--- src/rtl/assert_macros.svh ---
// Assertion helpers for the RTL files; the tokenizer core includes them.
`ifndef ASSERT_MACROS_SVH
`define ASSERT_MACROS_SVH

// Checked at every rising edge of clk once reset has been released.
`define ASSERT_CLK(label, prop, msg) \
    label: assert property (@(posedge clk) disable iff (!rst_n) prop) else $error(msg);

// Checked at every rising edge of clk, reset included.
`define ASSERT_ALWAYS(label, prop, msg) \
    label: assert property (@(posedge clk) prop) else $error(msg);

`endif

--- src/rtl/exprtok_pkg.sv ---
`timescale 1ns / 1ps
`default_nettype none

package exprtok_pkg;

    localparam int TOKEN_VALUE_BITS = 32;

    typedef enum logic [3:0] {
        TK_END       = 4'd0,
        TK_PLUS      = 4'd1,
        TK_MINUS     = 4'd2,
        TK_MUL       = 4'd3,
        TK_DIV       = 4'd4,
        TK_OPEN      = 4'd5,
        TK_CLOSE     = 4'd6,
        TK_NUMBER    = 4'd7,
        TK_PRINT     = 4'd8,
        TK_PRINTLINE = 4'd9,
        TK_WORD      = 4'd10,
        TK_SEMI      = 4'd11,
        TK_ERROR     = 4'd12
    } token_kind_t;

    // Character codes.
    localparam logic [7:0] CH_PLUS  = 8'h2B;
    localparam logic [7:0] CH_MINUS = 8'h2D;
    localparam logic [7:0] CH_STAR  = 8'h2A;
    localparam logic [7:0] CH_SLASH = 8'h2F;
    localparam logic [7:0] CH_OPEN  = 8'h28;
    localparam logic [7:0] CH_CLOSE = 8'h29;
    localparam logic [7:0] CH_SEMI  = 8'h3B;
    localparam logic [7:0] CH_SPACE = 8'h20;
    localparam logic [7:0] CH_TAB   = 8'h09;
    localparam logic [7:0] CH_LF    = 8'h0A;
    localparam logic [7:0] CH_CR    = 8'h0D;
    localparam logic [7:0] CH_ZERO  = 8'h30;
    localparam logic [7:0] CH_NINE  = 8'h39;
    localparam logic [7:0] CH_UP_A  = 8'h41;
    localparam logic [7:0] CH_UP_Z  = 8'h5A;
    localparam logic [7:0] CH_LO_A  = 8'h61;
    localparam logic [7:0] CH_LO_Z  = 8'h7A;

    // Word lengths of the two keywords and the saturation point of the length count.
    localparam logic [3:0] KW_SHORT_LEN = 4'd5;
    localparam logic [3:0] KW_LONG_LEN  = 4'd9;
    localparam logic [3:0] WORD_LEN_MAX = 4'd15;

    typedef struct packed {
        token_kind_t                   kind;
        logic [TOKEN_VALUE_BITS-1:0]   value;
        logic                          sat;
        logic                          last;
    } token_t;

    // Up to two tokens produced by one character, in emission order.
    typedef struct packed {
        logic [1:0] count;
        token_t     first;
        token_t     second;
    } lex_out_t;

    // Letter expected at a given position of the longer keyword; zero past its end.
    function automatic logic [7:0] keyword_char(input logic [3:0] pos);
        logic [7:0] ch;
        unique case (pos)
            4'd0:    ch = 8'h50; // P
            4'd1:    ch = 8'h52; // R
            4'd2:    ch = 8'h49; // I
            4'd3:    ch = 8'h4E; // N
            4'd4:    ch = 8'h54; // T
            4'd5:    ch = 8'h4C; // L
            4'd6:    ch = 8'h49; // I
            4'd7:    ch = 8'h4E; // N
            4'd8:    ch = 8'h45; // E
            default: ch = 8'h00;
        endcase
        return ch;
    endfunction

    function automatic token_kind_t punct_kind(input logic [7:0] ch);
        token_kind_t kind;
        unique case (ch)
            CH_PLUS:  kind = TK_PLUS;
            CH_MINUS: kind = TK_MINUS;
            CH_STAR:  kind = TK_MUL;
            CH_SLASH: kind = TK_DIV;
            CH_OPEN:  kind = TK_OPEN;
            CH_CLOSE: kind = TK_CLOSE;
            CH_SEMI:  kind = TK_SEMI;
            default:  kind = TK_ERROR;
        endcase
        return kind;
    endfunction

endpackage

`default_nettype wire

--- src/rtl/exprtok_char_if.sv ---
`timescale 1ns / 1ps
`default_nettype none

interface exprtok_char_if;
    logic       valid;
    logic       ready;
    logic [7:0] char_code;
    logic       end_of_text;

    modport source (output valid, output char_code, output end_of_text, input ready);
    modport sink   (input valid, input char_code, input end_of_text, output ready);
endinterface

`default_nettype wire

--- src/rtl/exprtok_token_if.sv ---
`timescale 1ns / 1ps
`default_nettype none

interface exprtok_token_if;
    logic        valid;
    logic        ready;
    logic [3:0]  token_kind;
    logic [31:0] number_value;
    logic        saturated;
    logic        last_of_run;

    modport source (output valid, output token_kind, output number_value,
                    output saturated, output last_of_run, input ready);
    modport sink   (input valid, input token_kind, input number_value,
                    input saturated, input last_of_run, output ready);
endinterface

`default_nettype wire

--- src/rtl/expression_tokenizer_core.sv ---
// Channel   Direction  Payload                                         Accepted when
// chars     in         char_code[7:0], end_of_text                     valid && ready
// tokens    out        token_kind[3:0], number_value[31:0], saturated,  valid && ready
//                      last_of_run
//
// One character beat is taken per cycle while chars.ready is high, which is while at
// least two queue entries are free. Its tokens enter a four-entry token queue at the
// same edge, so the first token can show on tokens in the next cycle. The queue
// drains one token per cycle while tokens.ready is high; a character that closes a
// run and also gives its own token (punctuation, error or end) adds to the backlog.
// Reset is asynchronous and active low; it closes any open run and empties the queue.
`timescale 1ns / 1ps
`default_nettype none

module expression_tokenizer_core #(
    parameter int NUMBER_BITS = 32
) (
    input wire logic          clk,
    input wire logic          rst_n,
    exprtok_char_if.sink      chars,
    exprtok_token_if.source   tokens
);
    import exprtok_pkg::*;

    `include "assert_macros.svh"

    // The queue must hold the two tokens one character can produce.
    localparam int QueueDepth = 4;
    localparam int PtrBits    = $clog2(QueueDepth);
    localparam int FillBits   = PtrBits + 1;

    lex_out_t             lex_res;
    logic                 accept;
    logic                 pop;

    token_t               queue_reg [QueueDepth];
    logic [PtrBits-1:0]   wr_ptr_reg;
    logic [PtrBits-1:0]   rd_ptr_reg;
    logic [FillBits-1:0]  fill_reg;
    token_t               head;

    // A character beat is taken only when both of its possible tokens fit.
    assign chars.ready = (fill_reg <= FillBits'(QueueDepth - 2));
    assign accept      = chars.valid && chars.ready;
    assign pop         = tokens.valid && tokens.ready;

    exprtok_lexer #(
        .NUMBER_BITS (NUMBER_BITS)
    ) u_lexer (
        .clk         (clk),
        .rst_n       (rst_n),
        .step        (accept),
        .char_code   (chars.char_code),
        .end_of_text (chars.end_of_text),
        .result      (lex_res)
    );

    // Token storage: payload only, no reset.
    always_ff @(posedge clk)
    begin
        if (accept) begin
            if (lex_res.count != 2'd0) begin
                queue_reg[wr_ptr_reg] <= lex_res.first;
            end
            if (lex_res.count == 2'd2) begin
                queue_reg[wr_ptr_reg + PtrBits'(1)] <= lex_res.second;
            end
        end
    end

    // Queue pointers and fill level.
    always_ff @(posedge clk or negedge rst_n)
    begin
        if (!rst_n) begin
            wr_ptr_reg <= '0;
            rd_ptr_reg <= '0;
            fill_reg   <= '0;
        end else begin
            if (accept) begin
                wr_ptr_reg <= wr_ptr_reg + PtrBits'(lex_res.count);
            end
            if (pop) begin
                rd_ptr_reg <= rd_ptr_reg + PtrBits'(1);
            end
            fill_reg <= fill_reg + (accept ? FillBits'(lex_res.count) : '0)
                      - FillBits'(pop);
        end
    end

    assign head                = queue_reg[rd_ptr_reg];
    assign tokens.valid        = (fill_reg != '0);
    assign tokens.token_kind   = head.kind;
    assign tokens.number_value = head.value;
    assign tokens.saturated    = head.sat;
    assign tokens.last_of_run  = head.last;

    // The queue never holds more tokens than it has entries.
    `ASSERT_ALWAYS(a_fill_bound, fill_reg <= FillBits'(QueueDepth), "token queue overfilled")

    // An end-of-text beat always leaves at least its end token in the queue.
    `ASSERT_CLK(a_end_queued, accept && chars.end_of_text |=> fill_reg != '0, "end token lost")

    // The end token is always the final token of its character beat.
    `ASSERT_CLK(a_end_is_last, tokens.valid && head.kind == TK_END |-> head.last, "end not last")

endmodule

`default_nettype wire

--- src/rtl/exprtok_lexer.sv ---
`timescale 1ns / 1ps
`default_nettype none

module exprtok_lexer #(
    parameter int NUMBER_BITS = 32
) (
    input  wire logic                   clk,
    input  wire logic                   rst_n,
    input  wire logic                   step,
    input  wire logic [7:0]             char_code,
    input  wire logic                   end_of_text,
    output exprtok_pkg::lex_out_t       result
);
    import exprtok_pkg::*;

    localparam int AccBits   = NUMBER_BITS + 4;
    localparam int ValueBits = (NUMBER_BITS < TOKEN_VALUE_BITS) ? NUMBER_BITS
                                                                : TOKEN_VALUE_BITS;
    localparam logic [NUMBER_BITS-1:0] NumMax = {NUMBER_BITS{1'b1}};

    typedef enum logic [1:0] {
        RUN_NONE = 2'd0,
        RUN_NUM  = 2'd1,
        RUN_WORD = 2'd2
    } run_t;

    run_t                   run_reg, run_next;
    logic [NUMBER_BITS-1:0] acc_reg, acc_next;
    logic                   sat_reg, sat_next;
    logic [3:0]             len_reg, len_next;
    logic                   kw_ok_reg, kw_ok_next;

    logic                   is_digit, is_alpha, is_space;
    logic                   cont_num, cont_word, start_num, start_word;
    logic [NUMBER_BITS-1:0] base_acc;
    logic                   base_sat;
    logic [3:0]             base_len;
    logic                   base_ok;
    logic [AccBits-1:0]     times10;
    logic                   overflow;
    logic                   has_flush, has_other;
    token_t                 flush_tok, other_tok;
    token_kind_t            word_kind;

    always_comb
    begin
        is_digit = (char_code >= CH_ZERO) && (char_code <= CH_NINE);
        is_alpha = ((char_code >= CH_UP_A) && (char_code <= CH_UP_Z))
                || ((char_code >= CH_LO_A) && (char_code <= CH_LO_Z));
        is_space = (char_code == CH_SPACE) || (char_code == CH_TAB)
                || (char_code == CH_LF) || (char_code == CH_CR);

        cont_num   = !end_of_text && (run_reg == RUN_NUM) && is_digit;
        cont_word  = !end_of_text && (run_reg == RUN_WORD) && is_alpha;
        start_num  = !end_of_text && !cont_num && !cont_word && is_digit;
        start_word = !end_of_text && !cont_num && !cont_word && is_alpha;

        // A new run starts from the cleared state.
        base_acc = cont_num ? acc_reg : '0;
        base_sat = cont_num && sat_reg;
        base_len = cont_word ? len_reg : 4'd0;
        base_ok  = cont_word ? kw_ok_reg : 1'b1;

        // Ten times the value plus the digit; the low nibble of a digit is its value.
        times10  = (AccBits'(base_acc) << 3) + (AccBits'(base_acc) << 1)
                 + AccBits'(char_code[3:0]);
        overflow = base_sat || (times10 > AccBits'(NumMax));

        if (kw_ok_reg && (len_reg == KW_SHORT_LEN)) begin
            word_kind = TK_PRINT;
        end else if (kw_ok_reg && (len_reg == KW_LONG_LEN)) begin
            word_kind = TK_PRINTLINE;
        end else begin
            word_kind = TK_WORD;
        end

        flush_tok = '0;
        if (run_reg == RUN_NUM) begin
            flush_tok.kind  = TK_NUMBER;
            flush_tok.value = TOKEN_VALUE_BITS'(acc_reg[ValueBits-1:0]);
            flush_tok.sat   = sat_reg;
        end else begin
            flush_tok.kind  = word_kind;
        end

        other_tok      = '0;
        other_tok.kind = end_of_text ? TK_END : punct_kind(char_code);

        has_flush = !cont_num && !cont_word && (run_reg != RUN_NONE);
        has_other = end_of_text || (!is_space && !is_digit && !is_alpha);

        result = '0;
        if (has_flush && has_other) begin
            result.count       = 2'd2;
            result.first       = flush_tok;
            result.second      = other_tok;
            result.second.last = 1'b1;
        end else if (has_flush) begin
            result.count      = 2'd1;
            result.first      = flush_tok;
            result.first.last = 1'b1;
        end else if (has_other) begin
            result.count      = 2'd1;
            result.first      = other_tok;
            result.first.last = 1'b1;
        end

        run_next   = RUN_NONE;
        acc_next   = '0;
        sat_next   = 1'b0;
        len_next   = 4'd0;
        kw_ok_next = 1'b1;
        if (cont_num || start_num) begin
            run_next = RUN_NUM;
            acc_next = overflow ? NumMax : times10[NUMBER_BITS-1:0];
            sat_next = overflow;
        end else if (cont_word || start_word) begin
            run_next   = RUN_WORD;
            kw_ok_next = base_ok && (base_len < KW_LONG_LEN)
                      && (char_code == keyword_char(base_len));
            len_next   = (base_len == WORD_LEN_MAX) ? WORD_LEN_MAX : base_len + 4'd1;
        end
    end

    always_ff @(posedge clk or negedge rst_n)
    begin
        if (!rst_n) begin
            run_reg   <= RUN_NONE;
            acc_reg   <= '0;
            sat_reg   <= 1'b0;
            len_reg   <= 4'd0;
            kw_ok_reg <= 1'b1;
        end else if (step) begin
            run_reg   <= run_next;
            acc_reg   <= acc_next;
            sat_reg   <= sat_next;
            len_reg   <= len_next;
            kw_ok_reg <= kw_ok_next;
        end
    end

endmodule

`default_nettype wire

--- src/flat_wrapper.sv ---
// flat-port wrapper written by rule: the top's interface ports become plain ports
module expression_tokenizer_core_flat import exprtok_pkg::*;
#(
    parameter int NUMBER_BITS = 32
)
  (clk, rst_n, chars_valid, chars_char_code, chars_end_of_text, chars_ready, tokens_valid, tokens_token_kind, tokens_number_value, tokens_saturated, tokens_last_of_run, tokens_ready);
  exprtok_char_if chars_i ();
  exprtok_token_if tokens_i ();
  input wire logic clk;
  input wire logic rst_n;
  input wire logic [$bits(chars_i.valid)-1:0] chars_valid;
  input wire logic [$bits(chars_i.char_code)-1:0] chars_char_code;
  input wire logic [$bits(chars_i.end_of_text)-1:0] chars_end_of_text;
  output wire logic [$bits(chars_i.ready)-1:0] chars_ready;
  output wire logic [$bits(tokens_i.valid)-1:0] tokens_valid;
  output wire logic [$bits(tokens_i.token_kind)-1:0] tokens_token_kind;
  output wire logic [$bits(tokens_i.number_value)-1:0] tokens_number_value;
  output wire logic [$bits(tokens_i.saturated)-1:0] tokens_saturated;
  output wire logic [$bits(tokens_i.last_of_run)-1:0] tokens_last_of_run;
  input wire logic [$bits(tokens_i.ready)-1:0] tokens_ready;
  assign chars_i.valid = chars_valid;
  assign chars_i.char_code = chars_char_code;
  assign chars_i.end_of_text = chars_end_of_text;
  assign chars_ready = chars_i.ready;
  assign tokens_valid = tokens_i.valid;
  assign tokens_token_kind = tokens_i.token_kind;
  assign tokens_number_value = tokens_i.number_value;
  assign tokens_saturated = tokens_i.saturated;
  assign tokens_last_of_run = tokens_i.last_of_run;
  assign tokens_i.ready = tokens_ready;
  expression_tokenizer_core #(.NUMBER_BITS(NUMBER_BITS)) u_core (.clk(clk), .rst_n(rst_n), .chars(chars_i), .tokens(tokens_i));
endmodule
--- config.mk ---
export PLATFORM = sky130hd
export DESIGN_NAME = expression_tokenizer_core_flat
export DESIGN_NICKNAME = d
export VERILOG_FILES = /design/src/rtl/exprtok_pkg.sv /design/src/rtl/exprtok_char_if.sv /design/src/rtl/exprtok_token_if.sv /design/src/rtl/expression_tokenizer_core.sv /design/src/rtl/exprtok_lexer.sv /design/src/flat_wrapper.sv
export VERILOG_INCLUDE_DIRS = /design/src /design/src/rtl
export SDC_FILE = /design/constraint.sdc
export NUM_CORES = 1
export LEC_CHECK = 0
export ABC_CLOCK_PERIOD_IN_PS = 3850
export BUFFER_PORTS_ARGS = -buffer_cell sky130_fd_sc_hd__buf_4
export CELL_PAD_IN_SITES_DETAIL_PLACEMENT = 1
export CELL_PAD_IN_SITES_GLOBAL_PLACEMENT = 1
export CORE_MARGIN = 2
export CORE_UTILIZATION = 44
export DETAILED_ROUTE_END_ITERATION = 6
export GPL_ROUTABILITY_DRIVEN = 0
export PLACE_DENSITY = 0.81
export SYNTH_ARGS = -nofsm -noshare
export SYNTH_HDL_FRONTEND = slang
export SYNTH_SLANG_ARGS = --single-unit
--- constraint.sdc ---
create_clock -name clk -period 3.85 [get_ports clk]
set_clock_uncertainty 0.2 [all_clocks]
set_input_delay 0.5775 -clock clk [delete_from_list [all_inputs] [get_ports clk]]
set_output_delay 0.5775 -clock clk [all_outputs]
set_load 0.05 [all_outputs]
=== After elaboration in Yosys (flattened, before gate mapping) ===
Memory sizes are Yosys's and may differ from the RTL's.
Index checks and enable logic that the tools add are counted.

* Memory bits (read-only): 96
* Output and inout port bits: 40
* Memory bits (writable): 152
* Memories: 2
* Bits in registers: 47

* $add $sub $neg: 8
* Muxes and demuxes: 32
* Reduce and logical (&&, ||, !) cells: 40
* Equality and inequality tests: 18
* $lt $le $gt $ge: 9

{| class="wikitable"
|+ Memories
! memory !! words !! width !! read ports !! clocked after memory_dff !! wr ports !! line !! source
|-
| u_core.queue_reg || 4 || 38 || 1 || 0 || 2 || expression_tokenizer_core.sv:36 || <nowiki>token_t queue_reg [QueueDepth];</nowiki>
|-
| (name not given) || 16 || 6 || 1 || 0 || 0 || exprtok_pkg.sv:65 || <nowiki>unique case (pos)</nowiki>
|}

{| class="wikitable"
|+ Operator list
! operator !! number
|-
| 32-bit two-way mux || 3
|-
| 39-bit two-way mux || 2
|-
| 8-bit by 6-bit == test with 1-bit output (second input constant) || 8
|-
| 40-bit two-way mux || 1
|-
| 38-bit two-way mux || 1
|-
| 35-bit by 33-bit adder with 36-bit output || 1
|-
| 36-bit by 4-bit adder with 36-bit output || 1
|-
| 36-bit by 32-bit > comparator with 1-bit output (second input constant) || 1
|-
| 33-bit two-way mux || 1
|-
| 4-bit two-way mux || 7
|-
| 4-bit case mux with 7 select lines || 1
|-
| 8-bit by 4-bit == test with 1-bit output (second input constant) || 3
|-
| 1-bit logical AND || 23
|-
| 8-bit by 7-bit >= comparator with 1-bit output (second input constant) || 2
|-
| 8-bit by 7-bit less-or-equal comparator with 1-bit output (second input constant) || 2
|-
| 8-bit two-way mux || 2
|-
| 1-bit two-way mux || 10
|-
| 4-bit == test (second input constant) || 2
|-
| 8-bit == test || 1
|-
| 8-bit by 6-bit >= comparator with 1-bit output (second input constant) || 1
|-
| 8-bit by 6-bit less-or-equal comparator with 1-bit output (second input constant) || 1
|-
| 1-bit logical OR || 8
|-
| 2-bit two-way mux || 4
|-
| 1-bit zero test || 6
|-
| 12 further kinds || 15
|}

=== Depth between registers and ports, before layout ===
Gate-level depths: netlist (run 1).

* Word-level depth: 15
* Mapped depth: 19
* Depth with buffers taken out: 16

=== By module ===
Synthesis (run 1) repeated with hierarchy kept, for this count alone.

* Cells, all modules: 1107
* Area, all modules: 13480.4 µm²

{| class="wikitable"
|+ Modules (own cells, without submodules)
! module !! area an instance (µm²) !! cells an instance !! instances
|-
| expression_tokenizer_core || 8146.6 || 421 || 1
|-
| exprtok_lexer || 5333.9 || 686 || 1
|}

=== Least setup slack after synthesis (run 1) ===
OpenSTA, ideal clock, no wires.

* Kind: input port to flip-flop
* Start point: input port chars_char_code[2]
* End point: register u_core.u_lexer.acc_reg[23]
* Path slack: -0.826 ns
* Path buffers: 4
* Arrival: 4.339 ns
* Stages on the path: 19
* Setup time: 0.137 ns
* Cell sequence: buf_2 > o21ai_0 > nand3_1 > nor2_1 > buf_2 > clkbuf_1 > and2_1 > ha_1 > ha_1 > fa_1 > a211oi_2 > o211ai_1 > a32oi_2 > o21ai_1 > a311oi_1 > xnor2_1 > nor4_4 > buf_6 > o211ai_2

* Cells in the longest elaborated chain, start to end: 10

{| class="wikitable"
|+ Ends and longest elaborated chain
! what !! line !! source
|-
| start, declared || flat_wrapper.sv:12 || <nowiki>input wire logic [$bits(chars_i.char_code)-1:0] chars_char_code;</nowiki>
|-
| 8-bit by 6-bit >= comparator with 1-bit output or 8-bit by 6-bit less-or-equal comparator with 1-bit output (tied branches) || exprtok_lexer.sv:47 || <nowiki>is_digit = (char_code >= CH_ZERO) && (char_code <= CH_NINE);</nowiki>
|-
| 1-bit logical AND || exprtok_lexer.sv:47 ||
|-
| 1-bit logical AND || exprtok_lexer.sv:53 || <nowiki>cont_num = !end_of_text && (run_reg == RUN_NUM) && is_digit;</nowiki>
|-
| 32-bit two-way mux || exprtok_lexer.sv:59 || <nowiki>base_acc = cont_num ? acc_reg : '0;</nowiki>
|-
| 35-bit by 33-bit adder with 36-bit output || exprtok_lexer.sv:65 || <nowiki>times10 = (AccBits'(base_acc) << 3) + (AccBits'(base_acc) << 1)</nowiki>
|-
| 36-bit by 4-bit adder with 36-bit output || exprtok_lexer.sv:66 || <nowiki>+ AccBits'(char_code[3:0]);</nowiki>
|-
| 36-bit by 32-bit > comparator with 1-bit output || exprtok_lexer.sv:67 || <nowiki>overflow = base_sat || (times10 > AccBits'(NumMax));</nowiki>
|-
| 1-bit logical OR || exprtok_lexer.sv:67 ||
|-
| 32-bit two-way mux || exprtok_lexer.sv:115 || <nowiki>acc_next = overflow ? NumMax : times10[NUMBER_BITS-1:0];</nowiki>
|-
| 32-bit two-way mux (*) || exprtok_lexer.sv:113 || <nowiki>if (cont_num || start_num) begin</nowiki>
|-
| end signal, assigned || exprtok_lexer.sv:135 || <nowiki>acc_reg <= acc_next;</nowiki>
|-
| end, declared || exprtok_lexer.sv:28 || <nowiki>logic [NUMBER_BITS-1:0] acc_reg, acc_next;</nowiki>
|}

Every way passes the cells marked *; elsewhere a longest branch is shown, timed or not.
A chain may end at the register's enable or synchronous reset.

=== Final worst setup path (run 1) ===
* Start point: input port chars_char_code[7]
* End point: register u_core.u_lexer.acc_reg[23]

Same word-level chain as after synthesis.

==> results of run 1 <==
[layout make-up]
class	instances	area share, %
Sequential cell	199	29.9
Inverter	30	0.760
Clock buffer	18	3.04
Multi-Input combinational cell	905	47.0
Timing Repair Buffer	263	15.2
Tap cell	330	2.79
Clock inverter	14	1.30
[synthesized netlist by cell type (9+ instances only)]
cell type,instances,area (um2)
nand2_1,227,852
o21ai_0,164,821
dfxtp_1,132,2640
ha_1,74,926
clkbuf_1,54,203
a21oi_1,51,255
dfrtp_1,46,1150
mux4_2,38,856
and2_1,35,219
nor2_1,32,120
inv_1,30,113
o21ai_2,29,254
a22oi_1,26,195
xnor2_1,21,184
edfxtp_1,20,601
o22ai_1,20,125
xor2_1,13,114
nor3_1,11,55.1
buf_1,10,37.5
nand2b_1,9,56.3
or3_1,9,56.3
[per-stage QoR]
stage | total power [mW] | setup WS, ns
6_report | 6.01 | -0.678
5_1_grt | 6.12 | -0.715
4_1_cts | 5.79 | -0.372
3_5_place_dp | 3.83 | -1.01
3_3_place_gp | 3.79 | -0.849
2_1_floorplan | 3.30 | -0.571
[cell families after synthesis]
logic type,synth area share [%]
xor+xnor,2.66
compound gates,20.8
mux,8.02
flops,39.6
fa+ha+maj,8.64
buf+inv,4.11
simple gates,16.2
[where the power goes]
part	internal, mW	switching, mW	total, mW	leakage [nW]
clock	0.945	1.11	2.05	0.310
combinational	0.555	1.06	1.62	3.89
sequential	2.19	0.151	2.34	1.89
[routing by layer]
layer	wire length, um	share of wire, %
met3	4800	8.9
met4	4490	8.3
met2	25400	47
met5	0	0
met1	19100	36
[repair_timing]
action | in CTS | in global routing
endpoints found under the setup margin | 33 | 43
resized for setup | 49 | 65
hold endpoints to repair | 46 | 0
pin swaps | 17 | 28
hold buffers | 1 | 0
buffers inserted | 15 | 12
gates cloned | 5 | 1
[worst max path at each step]
stage / start / to / slack (ns) / depth (start not counted)
final: chars_char_code[7] / u_core.u_lexer.acc_reg[23] / -0.68 / 21
after global routing: chars_char_code[7] / u_core.u_lexer.acc_reg[23] / -0.71 / 21
after CTS: chars_end_of_text / u_core.u_lexer.acc_reg[23] / -0.37 / 21
after detailed placement: chars_char_code[6] / u_core.u_lexer.sat_reg / -1.01 / 18
after global placement: chars_char_code[6] / u_core.u_lexer.sat_reg / -0.85 / 18
after floorplan: chars_char_code[6] / u_core.u_lexer.acc_reg[23] / -0.57 / 18
[worst reg2reg max path, delay by kind of cell, from the launching register on]
family / cells / cell delay, ns
AO/OA/AOI/OAI: 4 / 0.71
XOR/XNOR: 1 / 0.17
adder cells (fa/ha/maj): 2 / 0.59
buffers and inverters: 6 / 0.99
flip-flops: 1 / 0.42
AND/OR/NAND/NOR: 6 / 1.28
==> results_dict.tcl, run 1 <==
set metrics [dict create \
    status "finished, violations left" \
    violations "design-rule violations, negative setup slack" \
    h-tree-depth 4 \
    cts_buffers 17 \
    crit_fanout 7 \
    finalSetupViolCount 36 \
    ant_nets 0 \
    synth_area_mm2 0.0112 \
    die_y_um 163 \
    fin_tns_setup_ns -20.99 \
    final_common_cell "buf_4" \
    antennaDiodeCount 0 \
    multiInputGateArea_mm2 0.00696 \
    instances_no_fill 1759 \
    io_buffers 52 \
    p_per_area_mw_per_mm2 406 \
    final_cell_mix "buf_4 (239), nand2_1 (223), o21ai_0 (154), dfxtp_1 (132), dfrtp_1 (45)" \
    viasPerCell 6.87 \
    dr.pass1.iters 7 \
    drt-total-wl_mm 53.8 \
    clk_latency_ns 0.48 \
    route.detailed.drc 5 \
    worst_slack_ns -0.678 \
    cts_tree "yes" \
    grt_pass1_vias 12300 \
    cp.required_ns 3.98 \
    r2r_slack_ns -0.64 \
    maxSlewViolCount 0 \
    maxSlewHeadroom_pct 38.7 \
    arrival_ns 4.66 \
    max_freq_ghz 0.221 \
    hpwl_mm 25.9 \
    pin_count 53 \
    synth-edff-count 20 \
    synth_fp_nets 1303 \
    antenna_found_initial 0 \
    grt_pass1_wl_mm 72.9 \
    ys.flop_type "dfxtp_1" \
    grt.overflow.total 0 \
    synthDistinctLibCells 80 \
    dp.cells 1694 \
    worstMarginPinSlew_ns 0.912 \
    path_cells "buf_8 > nor4b_4 > nand3_2 > nor2_4 > buf_6 > buf_12 > buf_16 > and2_2 > ha_1 > ha_4 > o211ai_1 > o211ai_1 > buf_4 > nand4b_1 > nand2_2 > o221ai_2 > xnor2_2 > nor4_4 > buf_6 > buf_12 > o211ai_2" \
    async_reset_ff_share_pct 23.6 \
    r2r_end "u_core.u_lexer.acc_reg[23]" \
    period_share_pct 118 \
    p_leak_nw 6.09 \
    r2r-start "u_core.u_lexer.run_reg[1]" \
    start_kind "primary input" \
    crit_family "simple AND/OR/NAND/NOR gates" \
    rsz0062_at_grt "true" \
    yosys_warnings 0 \
    use_met3_pct 7.75 \
    clk_path_buf_depth 2 \
    fillers 2747 \
    hp-start "u_core.queue_reg[1][29]" \
    regArea_mm2 0.00442 \
    slowest_delay_ns 0.36 \
    whs_endpoint "u_core.queue_reg[1][29]" \
    postPlaceCellArea_mm2 0.0131 \
    grt_most_used_layer "met2" \
    largest_reg_flops 152 \
    wl_per_cell_um 30.6 \
    start_util_pct 44.6 \
    peakVddDrop_v 0.000555 \
    design.die.area_mm2 0.0267 \
    met2_usage_pct 61.5 \
    grt_max_degree 48 \
    rows 58 \
    hold_viol_final 0 \
    drive_above_1_share_pct 33.0 \
    maxCapViolCount 0 \
    crit_buf_inv 7 \
    hold_path_class "flip-flop to flip-flop" \
    reg2regPathDepth 19 \
    postLayoutCellArea_mm2 0.0148 \
    utilization_pct 59.2 \
    crit_type "primary input to flip-flop" \
    holdWs_ns 0.263 \
    synth_area_per_cell_um2 9.21 \
    clock-sinks 199 \
    vias 12100 \
    ys_ff_latch 199 \
    cts_root_buf "clkbuf_16" \
    cpMaxStageDelayCell "o211ai_1" \
    critPathCaptureType "flip-flop" \
    yosysSeqAreaShare_pct 39.6 \
    whs_path_depth 2 \
    met1_usage_pct 41.4 \
    min_period_ns 4.53 \
    synthToLayoutAreaGrowth_pct 32.5 \
    track_usage_pct 35.9 \
    nNetsFinal 1505 \
    initialDrtViolationCount 1501 \
    die_w_um 163 \
    synth_cells 1214 \
    path_clk_slew_ns 0.09 \
    coreArea_mm2 0.0250 \
]
Power figures use the tool's default switching activity.
==> run 2: changes to the inputs <==
==> constraint.sdc (replaced) <==
create_clock -name clk -period 3.85 [get_ports clk]
set_clock_uncertainty 0.2 [all_clocks]
set_input_delay 0.5775 -clock clk [delete_from_list [all_inputs] [get_ports clk]]
set_output_delay 0.5775 -clock clk [all_outputs]
set_load 0.02 [all_outputs]
==> results_dict.tcl, run 2 (synthesis gave the netlist of run 1 again) <==
set metrics [dict create \
    status "finished, violations left" \
    violations "negative setup slack" \
    dp.cells 1692 \
    h-tree-depth 4 \
    period_share_pct 121 \
    largest_reg_flops 152 \
    dr_wl_met3_mm 4.46 \
    die_w_um 163 \
    met1_length_mm 18.5 \
    design.die.area_mm2 0.0267 \
    worstMarginPinSlew_ns 1.09 \
    cts_root_buf "clkbuf_16" \
    path_cells "buf_8 > nor4b_4 > nand3_2 > nor2_4 > buf_6 > buf_16 > and2_1 > ha_1 > ha_4 > nor3_1 > nor2_2 > a32oi_2 > o21ai_2 > a311oi_2 > xnor2_2 > nor4_4 > buf_6 > buf_12 > buf_16 > o21ai_2" \
    synthToLayoutAreaGrowth_pct 31.7 \
    reg2regPathDepth 18 \
    min_period_ns 4.66 \
    viasPerCell 6.81 \
    slowest_delay_ns 0.41 \
    route.met2.wl_mm 25.0 \
    arrival_ns 4.79 \
    fillers 2758 \
    die_y_um 163 \
    postPlaceCellArea_mm2 0.0131 \
    clock-sinks 199 \
    cp.required_ns 3.98 \
    p_int_mw 3.64 \
    io_buffers 52 \
    nNetsFinal 1499 \
    rsz0062_at_grt "true" \
    hold_viol_final 0 \
    crit_type "primary input to flip-flop" \
    maxSlewHeadroom_pct 26.2 \
    pin_count 53 \
    dr.pass1.iters 6 \
    cpMaxStageDelayCell "ha_1" \
    combPwrFrac_pct 27.0 \
    fin_tns_setup_ns -25.43 \
    grt.overflow.total 0 \
    final_common_cell "buf_4" \
    place_ws_ns -0.968 \
    clk_latency_ns 0.46 \
    p_per_area_mw_per_mm2 391 \
    coreArea_mm2 0.0250 \
    ant_nets 0 \
    path_clk_slew_ns 0.09 \
    antenna_found_initial 0 \
    regArea_mm2 0.00442 \
    final_cell_mix "buf_4 (235), nand2_1 (224), o21ai_0 (161), dfxtp_1 (132), dfrtp_1 (45)" \
    hold_path_class "flip-flop to flip-flop" \
    maxSlewViolCount 0 \
    grt_pass1_wl_mm 74.8 \
    worst_slack_ns -0.808 \
    postLayoutCellArea_mm2 0.0147 \
    cts_tree "yes" \
    maxCapViolCount 0 \
    hpwl_mm 26.6 \
    multiInputGateArea_mm2 0.00701 \
    holdWs_ns 0.260 \
    peakVddDrop_v 0.000346 \
    p_leak_nw 6.03 \
    start_kind "primary input" \
    wl_per_cell_um 29.5 \
    vias 11900 \
    finalSetupViolCount 33 \
    route.detailed.drc 0 \
    pwr-share-clk_pct 33.2 \
    highest_layer "met4" \
    critPathCaptureType "flip-flop" \
    utilization_pct 58.8 \
    power_mw 5.75 \
    rows 58 \
    switching_power_mw 2.11 \
    seqPwrFrac_pct 39.9 \
    max_freq_ghz 0.215 \
    start_util_pct 44.6 \
    crit_fanout 10 \
    track_usage_pct 36.9 \
    cts_buffers 17 \
    clk_path_buf_depth 2 \
    initialDrtViolationCount 1498 \
    grt_max_degree 48 \
    grt_pass1_vias 12500 \
    drt-total-wl_mm 51.8 \
    instances_no_fill 1754 \
    whs_path_depth 2 \
    netSwitchingFraction_pct 36.7 \
    drive_above_1_share_pct 32.7 \
]
## run 2: cell types whose count changed in the layout (fill, tap and decap cells not counted), moves of 3 or more
cell	change
o21ai_1	-3
ha_2	-4
and2_2	-5
ha_1	-4
o21ai_4	-6
inv_8	+4
and2_4	+7
o21ai_0	+7
buf_4	-4
clkinv_8	-4
ha_4	+8
## run 2: path summary, 6_finish.rpt
path | startpoint | endpoint | slack (ns)
max in group asynchronous | rst_n | u_core.rd_ptr_reg[0] | 2.43
hold reg to reg | u_core.queue_reg[2][2] | u_core.queue_reg[2][2] | 0.26
hold / removal | u_core.queue_reg[2][2] | u_core.queue_reg[2][2] | 0.26
setup / recovery | chars_char_code[6] | u_core.u_lexer.acc_reg[15] | -0.81
min in group asynchronous | rst_n | u_core.fill_reg[2] | 0.51
setup reg to reg | u_core.u_lexer.run_reg[1] | u_core.u_lexer.acc_reg[15] | -0.71
## run 2: final cells by class
cell class              count  area share (%)
multi-input cells         905            47.6
flip-flops and latches    199            30.1
repair buffers            257            14.7
clock buffers              18            2.98
well taps                 330            2.81
clock inverters            14            1.02
inverters                  30           0.765
diodes                      1          0.0170
## run 2: power groups by stage
| stage | clock (mW) | combinational (mW) | sequential (mW) |
|---|---|---|---|
| 2_1_floorplan | 0 | 0.923 | 2.27 |
| 3_3_place_gp | 0 | 1.38 | 2.31 |
| 3_5_place_dp | 0 | 1.43 | 2.32 |
| 4_1_cts | 1.85 | 1.46 | 2.27 |
| 5_1_grt | 1.97 | 1.62 | 2.29 |
| 6_report | 1.91 | 1.55 | 2.29 |
## run 2: layer usage
layer	vias to the layer above	global-route usage, %
met5	-	0
met1	5916	43.2
met3	350	6.58
met2	900	63.4
li1	4783	-
met4	0	21.3
## run 2: worst max-delay path: cells and delay by family
family                   cells  cell delay (ns)
buffers and inverters        6             0.82
adder cells (fa/ha/maj)      2             0.74
XOR/XNOR                     1             0.17
AO/OA/AOI/OAI                4             0.76
AND/OR/NAND/NOR              7             1.69
## run 2: what timing repair did
action	in CTS	in global routing
hold buffers	1	0
setup buffers	19	5
gates cloned	3	1
resized for setup	86	15
pin swaps	14	8
hold endpoints to repair	41	0
setup endpoints to repair	33	103
==> run 3: changes to the inputs <==
--- a/config.mk
+++ b/config.mk
@@ -10,6 +10,7 @@
 export BUFFER_PORTS_ARGS = -buffer_cell sky130_fd_sc_hd__buf_4
 export CELL_PAD_IN_SITES_DETAIL_PLACEMENT = 1
 export CELL_PAD_IN_SITES_GLOBAL_PLACEMENT = 1
+export CORE_ASPECT_RATIO = 1.5
 export CORE_MARGIN = 2
 export CORE_UTILIZATION = 44
 export DETAILED_ROUTE_END_ITERATION = 6
==> results_dict.tcl, run 3 (synthesis gave the netlist of run 1 again) <==
set metrics [dict create \
    arrival_ns 4.51 \
    crit_path_end "u_core.u_lexer.acc_reg[23]" \
    maxCapViolCount 0 \
    path_clk_slew_ns 0.07 \
    clk_latency_ns 0.45 \
    viasPerCell 6.33 \
    drt-total-wl_mm 43.6 \
    combPwrFrac_pct 26.3 \
    fillers 2811 \
    final_cell_mix "buf_4 (228), nand2_1 (225), o21ai_0 (159), dfxtp_1 (132), ha_1 (60)" \
    maxSlewViolCount 0 \
    crit_fanout 10 \
    track_usage_pct 30.1 \
    setup.worst_path.start "chars_char_code[6]" \
    r2r_end "u_core.u_lexer.acc_reg[23]" \
    coreArea_mm2 0.0251 \
    postLayoutCellArea_mm2 0.0143 \
    design.die.area_mm2 0.0267 \
    rsz0062_at_grt "true" \
    switching_power_mw 1.91 \
    seqPwrFrac_pct 41.7 \
    grt_max_degree 48 \
    synthToLayoutAreaGrowth_pct 27.9 \
    die_w_um 134 \
    crit_type "primary input to flip-flop" \
    pwr-share-clk_pct 31.9 \
    wl_per_cell_um 25.0 \
    hpwl_mm 27.2 \
    worstMarginPinSlew_ns 0.835 \
    grt_pass1_wl_mm 62.8 \
    h-tree-depth 4 \
    clk_path_buf_depth 2 \
    clock-sinks 199 \
    pin_count 53 \
    final_common_cell "buf_4" \
    min_period_ns 4.38 \
    fin_tns_setup_ns -16.28 \
    worst_slack_ns -0.530 \
    finalSetupViolCount 33 \
    hold_viol_final 0 \
    cts_root_buf "clkbuf_16" \
    r2r_slack_ns -0.47 \
    status "finished, violations left" \
    reg2regPathDepth 17 \
    start_util_pct 44.6 \
    die_y_um 199 \
    period_share_pct 114 \
    grt_pass1_vias 11800 \
    largest_reg_flops 152 \
    hold_path_class "flip-flop to flip-flop" \
    netSwitchingFraction_pct 34.2 \
    power_mw 5.60 \
    antenna_found_initial 0 \
    ant_nets 0 \
    p_per_area_mw_per_mm2 392 \
    route.detailed.drc 0 \
    critPathCaptureType "flip-flop" \
    max_freq_ghz 0.228 \
    cts_buffers 17 \
    rows 71 \
    p_leak_nw 5.95 \
    drive_above_1_share_pct 30.2 \
    io_buffers 52 \
    cp.required_ns 3.98 \
    violations "negative setup slack" \
    grt.overflow.total 0 \
    vias 11000 \
    p_int_mw 3.69 \
    cts_tree "yes" \
    antennaDiodeCount 0 \
    r2r-start "u_core.u_lexer.run_reg[1]" \
    peakVddDrop_v 0.000571 \
    postPlaceCellArea_mm2 0.0132 \
    nNetsFinal 1492 \
    initialDrtViolationCount 853 \
    start_kind "primary input" \
    maxSlewHeadroom_pct 44.3 \
    dr.pass1.iters 5 \
]
## run 3: power groups by stage
stage	Sequential [mW]	Combinational [mW]	Clock (mW)
finish	2.34	1.47	1.79
global route	2.34	1.57	1.88
CTS	2.33	1.43	1.78
detailed placement	2.37	1.40	0
global placement	2.36	1.35	0
floorplan	2.27	0.923	0
## run 3: worst max-delay path, cell delays in order
cell and delay (ns):
buf_6 0.10, nor4b_4 0.28, nand3_2 0.17, nor2_4 0.14, buf_12 0.14, clkbuf_16 0.16, and2_1 0.18, ha_1 0.28
ha_4 0.28, o21ai_0 0.32, o21bai_2 0.16, a2111oi_4 0.37, o21ai_2 0.14, a311oi_2 0.35, xnor2_2 0.14, nor4_4 0.29
buf_4 0.21, buf_8 0.14, o211ai_2 0.07
## run 3: worst min path at each step
stage	from	endpoint	slack, ns	cells after the start
floorplan	rst_n	u_core.fill_reg[0]	0.08	0
global placement	u_core.queue_reg[1][32]	u_core.queue_reg[1][32]	0.23	2
detailed placement	u_core.queue_reg[1][29]	u_core.queue_reg[1][29]	0.24	2
CTS	chars_char_code[0]	u_core.u_lexer.acc_reg[0]	0.25	3
global route	u_core.queue_reg[0][2]	u_core.queue_reg[0][2]	0.29	2
finish	u_core.queue_reg[0][2]	u_core.queue_reg[0][2]	0.26	2
## run 3: repair_timing
action | CTS | global route
gates cloned | 1 | 1
endpoints found under the setup margin | 33 | 33
setup buffers | 5 | 5
gates resized for setup | 29 | 40
hold endpoints to repair | 29 | 0
pin swaps | 10 | 3
hold buffers | 1 | 0
## run 3: cell type report
type | instances | area [um2] | area share (%)
well taps | 328 | 410 | 2.87
inverters | 30 | 113 | 0.788
flip-flops and latches | 199 | 4420 | 30.9
repair buffers | 250 | 2090 | 14.6
multi-input cells | 905 | 6700 | 46.8
clock buffers | 19 | 443 | 3.10
clock inverters | 13 | 121 | 0.849
## run 3: metal layers
layer	routed length, um	track usage, %	part of all wire (%)
met1	16200	32.4	37
met2	22800	57.2	52
met3	2250	4.21	5.1
met4	2340	14.6	5.4
met5	0	0	0
## run 3: through the flow
step,utilization (%),cells,setup WS [ns],hold WS (ns)
floorplan,-,1214,-0.571,0.0819
global placement,52.8,1699,-0.916,0.228
detailed placement,52.8,1699,-1.21,0.243
CTS,55.9,1738,-0.272,0.248
global route,57.1,1744,-0.616,0.286
finish,57.1,1744,-0.530,0.257
